<file path="config.mk">
export PLATFORM = sky130hd
export DESIGN_NAME = rgar_window
export DESIGN_NICKNAME = d
export VERILOG_FILES = /design/src/rtl/rgar_pkg.sv /design/src/rtl/rgar_window.sv
export SDC_FILE = /design/constraint.sdc
export NUM_CORES = 1
export LEC_CHECK = 0
export ABC_AREA = 1
export ABC_CLOCK_PERIOD_IN_PS = 10100
export BUFFER_PORTS_ARGS = -buffer_cell sky130_fd_sc_hd__buf_4
export CORE_ASPECT_RATIO = 0.7
export CORE_MARGIN = 10
export CORE_UTILIZATION = 65
export CTS_BUF_LIST = sky130_fd_sc_hd__clkbuf_16
export DETAILED_ROUTE_END_ITERATION = 16
export GPL_TIMING_DRIVEN = 0
export PLACE_DENSITY_LB_ADDON = 0.3
export SYNTH_ARGS = -nofsm -noshare
export SYNTH_HDL_FRONTEND = slang
export SYNTH_SLANG_ARGS = --single-unit
export TNS_END_PERCENT = 5
</file>
<file path="constraint.sdc">
create_clock -name clock -period 10.1 [get_ports clock]
set_clock_uncertainty 0.1 [all_clocks]
set_input_delay 2.02 -clock clock [delete_from_list [all_inputs] [get_ports clock]]
set_output_delay 2.02 -clock clock [all_outputs]
set_load 0.01 [all_outputs]
</file>
<file path="src/rtl/rgar_pkg.sv">
package rgar_pkg;

   localparam int PIX_PORT_BITS   = 16;
   localparam int SUM_OUT_BITS    = 32;
   localparam int ROI_WIDTH_BITS  = 11;
   localparam int ROI_HEIGHT_BITS = 16;
   localparam int CSR_INDEX_BITS  = 4;
   localparam int CSR_DATA_BITS   = 16;

   localparam logic [CSR_INDEX_BITS-1:0]  REG_ROI_WIDTH     = 4'd0;
   localparam logic [CSR_INDEX_BITS-1:0]  REG_ROI_HEIGHT    = 4'd1;
   localparam logic [ROI_WIDTH_BITS-1:0]  ROI_WIDTH_RESET   = 11'd1024;
   localparam logic [ROI_HEIGHT_BITS-1:0] ROI_HEIGHT_RESET  = 16'd1024;

   // position of the newest pixel inside the region
   typedef struct packed {
      logic r_ge1;
      logic r_ge2;
      logic c_ge1;
      logic c_ge2;
      logic c_last;
      logic r_last;
   } pos_flags_type;

   // rows then columns of the 3x3 window, row 2 is the newest row
   typedef logic [2:0][2:0][PIX_PORT_BITS-1:0] win_type;

   // strict maximum along at least one of four directions, neighbors
   // outside the region or the window are skipped
   function automatic logic is_peak(win_type w, int wr, int wc,
                                    logic up_ok, logic dn_ok,
                                    logic lf_ok, logic rt_ok);
      logic hit;
      logic seen;
      logic ok;
      logic in_img;
      int   dr;
      int   dc;
      int   nr;
      int   nc;
      hit = 1'b0;
      for (int d = 0; d < 4; d++) begin
         seen = 1'b0;
         ok   = 1'b1;
         for (int s = 0; s < 2; s++) begin
            case (d)
               0: begin
                  dr = 0;
                  dc = 1;
               end
               1: begin
                  dr = 1;
                  dc = 0;
               end
               2: begin
                  dr = 1;
                  dc = 1;
               end
               default: begin
                  dr = 1;
                  dc = -1;
               end
            endcase
            if (s == 0) begin
               dr = -dr;
               dc = -dc;
            end
            nr = wr + dr;
            nc = wc + dc;
            in_img = (dr >= 0 || up_ok) && (dr <= 0 || dn_ok) &&
                     (dc >= 0 || lf_ok) && (dc <= 0 || rt_ok);
            if (in_img && nr >= 0 && nr <= 2 && nc >= 0 && nc <= 2) begin
               seen = 1'b1;
               if (!(w[wr][wc] > w[nr][nc])) begin
                  ok = 1'b0;
               end
            end
         end
         if (seen && ok) begin
            hit = 1'b1;
         end
      end
      return hit;
   endfunction

endpackage

</file>
<file path="src/rtl/rgar_window.sv">
module rgar_window import rgar_pkg::*; #(
   parameter int PIXEL_BITS = 16
) (
   input  logic                      clock,
   input  logic                      reset,
   input  logic                      step,
   input  pos_flags_type             flags,
   input  logic [PIXEL_BITS-1:0]     pix,
   input  logic [2*PIXEL_BITS-1:0]   line_data,
   output logic [2*PIXEL_BITS-1:0]   wr_data,
   output logic [PIXEL_BITS+1:0]     peak_sum
);

   localparam int SUM_BITS = PIXEL_BITS + 2;

   logic [2:0][1:0][PIXEL_BITS-1:0] hist_ff;
   logic [2:0][2:0][PIXEL_BITS-1:0] win_in;
   logic [SUM_BITS-1:0]             peak_sum_ff;
   logic [SUM_BITS-1:0]             peak_sum_in;
   win_type                         wext;
   logic                            pk_a;
   logic                            pk_b;
   logic                            pk_c;
   logic                            pk_d;

   always_comb begin
      for (int i = 0; i < 3; i++) begin
         win_in[i][0] = hist_ff[i][0];
         win_in[i][1] = hist_ff[i][1];
      end
      win_in[0][2] = line_data[2*PIXEL_BITS-1:PIXEL_BITS];
      win_in[1][2] = line_data[PIXEL_BITS-1:0];
      win_in[2][2] = pix;
      for (int i = 0; i < 3; i++) begin
         for (int j = 0; j < 3; j++) begin
            wext[i][j] = PIX_PORT_BITS'(win_in[i][j]);
         end
      end
   end

   assign wr_data = {line_data[PIXEL_BITS-1:0], pix};

   always_comb begin
      pk_a = flags.r_ge1 && flags.c_ge1 &&
             is_peak(wext, 1, 1, flags.r_ge2, 1'b1, flags.c_ge2, 1'b1);
      pk_b = flags.r_ge1 && flags.c_last &&
             is_peak(wext, 1, 2, flags.r_ge2, 1'b1, flags.c_ge1, 1'b0);
      pk_c = flags.r_last && flags.c_ge1 &&
             is_peak(wext, 2, 1, flags.r_ge1, 1'b0, flags.c_ge2, 1'b1);
      pk_d = flags.r_last && flags.c_last &&
             is_peak(wext, 2, 2, flags.r_ge1, 1'b0, flags.c_ge1, 1'b0);
      peak_sum_in = (pk_a ? SUM_BITS'(win_in[1][1]) : '0) +
                    (pk_b ? SUM_BITS'(win_in[1][2]) : '0) +
                    (pk_c ? SUM_BITS'(win_in[2][1]) : '0) +
                    (pk_d ? SUM_BITS'(win_in[2][2]) : '0);
   end

   always_ff @(posedge clock) begin
      if (reset) begin
         hist_ff <= '0;
      end else if (step) begin
         for (int i = 0; i < 3; i++) begin
            hist_ff[i][0] <= win_in[i][1];
            hist_ff[i][1] <= win_in[i][2];
         end
      end
   end

   always_ff @(posedge clock) begin
      if (step) begin
         peak_sum_ff <= peak_sum_in;
      end
   end

   assign peak_sum = peak_sum_ff;

endmodule

</file>
## Word level (Yosys, flattened, before mapping)

Index checks and enable logic that the tools add are counted.
W data, S select, Z words.

- Order comparisons: 21
- Mux-type cells: 63
- Reduce and logical (&&, ||, !) cells: 21
- $add $sub $neg: 3

Operators by type and width:

| kind | number |
|---|---|
| $gt A16 B16 Y1 | 21 |
| $mux W16 | 4 |
| $mux W1 | 59 |
| $add A18 B18 Y18 | 3 |
| $logic_and A1 B1 Y1 | 21 |

- Register bits: 114
- Input port bits: 57

## Depth between registers and ports, before layout

- Depth after elaboration: 13
- Gate-level depth with buffers: 30
- Mapped depth without buffers: 30

## Worst setup path before layout

Ideal clock, no wire load.

- Path type: input port to flip-flop
- From: input pix[1]
- To: register peak_sum_ff[11], in the netlist peak_sum[11], data pin
- Buffers on the path: 1
- Data arrival time: 5,692 ps
- Required time: 9,741 ps
- Library setup time: 259 ps
- Stages on the path: 25
- Setup slack: 4,049 ps
- Path through: inv_1 -> ha_1 -> a21oi_1 -> o21ai_0 -> a21oi_1 -> nand2_1 -> nand2_1 -> nand3_1 -> nand3_1 -> nand3_2 -> buf_2 -> nor2_1 -> fa_1 -> fa_1 -> ha_1 -> inv_1 -> fa_1 -> o21ai_2 -> nand2_1 -> nand2_1 -> a21oi_1 -> o21ai_2 -> nand3_1 -> nand2_1 -> xor2_1

- Longest elaborated chain between the ends: 10

Ends and longest elaborated chain:

| element | line | RTL |
|---|---|---|
| start, declared | rgar_window.sv:8 | `input logic [PIXEL_BITS-1:0] pix,` |
| $gt A16 B16 Y1 | rgar_pkg.sv:74 | `if (!(w[wr][wc] > w[nr][nc])) begin` |
| $mux W1 | rgar_pkg.sv:74 |  |
| $mux W1, on equally long branches | rgar_pkg.sv:79, rgar_pkg.sv:72 |  |
| $mux W1 / $logic_and A1 B1 Y1 (equally long branches) | rgar_pkg.sv:79 | `if (seen && ok) begin` |
| $mux W1 | rgar_pkg.sv:79 |  |
| $logic_and A1 B1 Y1 / $mux W1 (equally long branches) | rgar_window.sv:46, rgar_pkg.sv:79 |  |
| $mux W16, or another cell as far along | rgar_window.sv:53 | `(pk_b ? SUM_BITS'(win_in[1][2]) : '0) +` |
| $add A18 B18 Y18, or another cell as far along | rgar_window.sv:52 | `peak_sum_in = (pk_a ? SUM_BITS'(win_in[1][1]) : '0) +` |
| $add A18 B18 Y18 / $mux W16 (equally long branches) | rgar_window.sv:53, rgar_window.sv:55 |  |
| $add A18 B18 Y18 (*) | rgar_window.sv:54 | `(pk_c ? SUM_BITS'(win_in[2][1]) : '0) +` |
| net peak_sum_in[11] | rgar_window.sv:19 | `logic [SUM_BITS-1:0] peak_sum_in;` |
| end signal, assigned | rgar_window.sv:71 | `peak_sum_ff <= peak_sum_in;` |
| end, declared | rgar_window.sv:18 | `logic [SUM_BITS-1:0] peak_sum_ff;` |

Mark *: on every way through the listed nets, which the timed path passes. The rest lies on a longest branch.
A chain may end at the register's enable or synchronous reset.

## Final worst setup path

- From: input pix[9]
- To: register peak_sum_ff[11], in the netlist peak_sum[11], data pin

The elaborated chain is that of the path after synthesis.

==> impl_results.md <==
* Status: finished clean
* Synth-to-layout area growth at 13.67%
* Largest family of logic cells by synthesized area: adder cells
* Hold WC Path Type: flip-flop to flip-flop
* CTS max path bufs at 2
* Net Sw Frac at a little over a third
* Pwr per Cell Area at around 120 nW/um2
* Post-Syn Instances at about 1,500
* Layout cells sized above 1 at between 10 and 15%
* Via/cell ratio at around 6.1
* Slew HR at between 40% and 50%
* Simple-gate portion of the synthesized area at a little under a fifth
* Data required time at the worst endpoint at 10,170 ps
* Hold Path Origin: hist_ff[28]
* Grt ovf at 0
* CTS buffer count at 17
* Fmax at 0.1457 GHz
* Worst reg2reg endpoint: peak_sum[11]
* Nets at between 2,000 and 2,500
* Postcts setup bufs at 0
* Cts-stage hold buffer count at 0
* Chip height at around 130 um
* Seq. cell area at 2462 um2
* Final Cell Area at ~13,000 um2
* Cell Chain, Critical Path: buf_4 > inv_1 > ha_1 > a21oi_1 > o21ai_0 > a21oi_1 > nand3_1 > nand3_1 > nand3_2 > buf_2 > nor2_1 > fa_1 > fa_1 > ha_1 > inv_1 > fa_1 > o21ai_2 > nand2_1 > nand2_1 > a21oi_1 > o21ai_2 > nand3_1 > nand2_1 > xor2_1
* Library cells used by synthesis at between 40 and 50
* Routability cong. at ~1.0
* Register area share after synthesis at a little over a fifth
* TritonCTS clock tree: yes
* Routed WL at between 30,000 and 40,000 um
* Fillers at ~1,400
* Diodes inserted at 0
* Max-slew violations at 0
* Wirelength per Cell at around 20 um
* Synth warnings at 0
* Largest net degree at the start of global routing at 20
* Number of synthesized flops with an enable pin at 18
* Boundary Pins at 107
* Initial DRC count at approximately 1,400
* Post-CTS sizing at 0
* Max rail drop VDD at just over 100 uV
* Comb pwr share at 32.9%
* ANT nets after route at 0
* Clock transition at path regs at around 50 ps
* Synth Area in Compound Gates at between 15 and 20%
* # setup viols final at 0
* Die X at between 150 and 200 um
* P_int at between 1 and 1.5 mW
* Fin. Hold Viols at 0
* Fraction of registers with async set/reset at 0%
* Buffers on Ports at 105
* Most frequent cell after synthesis: ha_1
* Cell family with most CP delay: adder cells
* Worst Hold Depth at 2
* R2R setup slack at roughly 4400 ps
* Multiplexer share of the synthesized area at 0%
* H-tree depth at 4
* Synth area leader: ha_1
* Number of global-route vias before repair at ~11,000
* Crit share post-route at 67.96%
* Main synth FF type: dfxtp_1
* Worst slew pin tran at ~790 ps
* Worst Path Arrival at around 7000 ps
* Synth Area in Adders at 32.96%
* Setup Crit Path Kind: primary input to flip-flop
* CTS root buffer: clkbuf_16
* Die area at about 24,000 um2
* CTS Sinks at 114
* Sum Neg Setup Slack at 0 ps
* Most instantiated cells after synthesis: ha_1, inv_1, nand2_1
* Clock period minus final worst setup slack at 6864 ps
* R2r startpoint: hist_ff[54]
* Via Count at 11,600
* Core Rows at 40
* Largest fanout on the critical path at 10
* Hold EP: hist_ff[28]
* Buffer and inverter count on the worst path at 4
* Core area at 17,420 um2
* CP startpoint kind: primary input
* Mean Syn Cell Area at roughly 7.6 um2
* Initial Util at about two thirds
* Sw power at 0.5892 mW
* Flop pwr share at about a third
* Mapped Area at between 10,000 and 15,000 um2
* Area contributors post-synth: ha_1, dfxtp_1, inv_1, nand2_1, nor2_1
* Latest clock arrival within the worst-skew pair at 430 ps
* Tot GR Track Use at 31.50%
* Crit path largest cell delay at about 550 ps
* Initial antenna violation count at 0
* Yosys reg bits at 114
* R2R cell count at 26
* DR DRC count at 0
* Number of max-cap violations at 0
* Critical Path End Type: flip-flop
* Xor/xnor share of the synthesized area at under 10%
* Crit-path slowest cell: fa_1
* Top cell type's share of synthesized area at a little over a quarter
* Clock power share at between 30% and 40%
* Syn Nets at 1,892
* DR pass1 iterations at 6
* Multi-input logic area at roughly 8000 um2
* RSZ-0062 raised after global routing: no
* DP HPWL at around 30,000 um
* First-pass GRT wire length at between 60,000 and 70,000 um
* Lkg Pwr at a little under 7 nW
* Placed cell area at between 10,000 and 15,000 um2
-- flip-flops by register name (all words and copies together), names as in the netlist --
| signal | cells |
|---|---|
| hist_ff | 96 |
| peak_sum | 18 |
-- placed cells by master, fill, tap and decap left out, types with 9 or more instances in the layout --
cell type  netlist  routed
ha_1           257     257
inv_1          233     236
nand2_1        231     231
nor2_1         206     206
buf_4           33     138
a21oi_1        131     131
dfxtp_1         96      96
a211oi_1        94      94
o21ai_0         41      41
nand3_1         39      39
fa_1            32      32
nand4_1         25      25
clkbuf_1        23      23
clkbuf_16        0      19
edfxtp_1        18      18
nor3_1          10      10
xor2_1          10      10
nor2_2           9       9
-- logic make-up after synthesis --
group | Yosys count
and+or+nand+nor | 535
buffers and inverters | 301
AOI/OAI and AO/OA | 293
adders and majority gates | 289
DFF | 114
xor gates and xnor gates | 14
-- worst reg2reg max path, delay by kind of cell (launching register included) --
kind | cells | cell delay, ps
simple gates | 13 | 1410
fa+ha+maj | 4 | 1710
compound gates | 4 | 820
xor+xnor | 1 | 140
flops | 1 | 740
buf+inv | 4 | 560
-- power groups by stage --
stage,Clock (mW),Combinational (mW),Sequential [mW]
after floorplan,0,0.341,0.534
after global placement,0,0.487,0.544
after detailed placement,0,0.511,0.546
after CTS,0.541,0.519,0.537
after global routing,0.563,0.600,0.541
final,0.549,0.535,0.539
-- final cells by class --
cell class                 instances  share of cell area [%]
clock inverter                    11                  0.3481
buffer                            67                   2.936
timing repair buffer             105                   5.928
inverter                         234                   6.605
tap                              231                   2.173
sequential                       114                   18.52
multi-input combinational       1131                   59.92
clock buffer                      19                   3.575
-- through the flow --
stage          worst slack [ps]  std cells  util [%]  total power [mW]  hold WS, ps
6_report                   3236       1912     76.35             1.623        375.8
4_1_cts                    3374       1912     76.35             1.597        376.5
2_1_floorplan              4049       1546         -            0.8744        345.0
5_1_grt                    2931       1912     76.35             1.705        388.6
3_5_place_dp               2952       1882     73.35             1.057        370.1
3_3_place_gp               3107       1882     73.35             1.032        365.4
-- routing by layer --
layer  up-vias  part of all wire, %  GRT usage [%]
met3       138                   14          8.612
met4         0                  4.2          12.27
met5         -                    0         0.8386
li1       5421                    -              -
met2       719                   40          45.71
met1      5319                   42          43.09
-- worst max-delay path by stage --
| stage | slack [ps] | cells after the start | end | startpoint |
|---|---|---|---|---|
| floorplan | 4050 | 25 | peak_sum[11] | pix[1] |
| global placement | 3110 | 24 | peak_sum[11] | pix[9] |
| detailed placement | 2950 | 24 | peak_sum[11] | pix[9] |
| CTS | 3370 | 24 | peak_sum[11] | pix[9] |
| global route | 2930 | 25 | peak_sum[12] | pix[15] |
| finish | 3240 | 24 | peak_sum[11] | pix[9] |
Note: power is estimated with default switching activity, not from simulation.
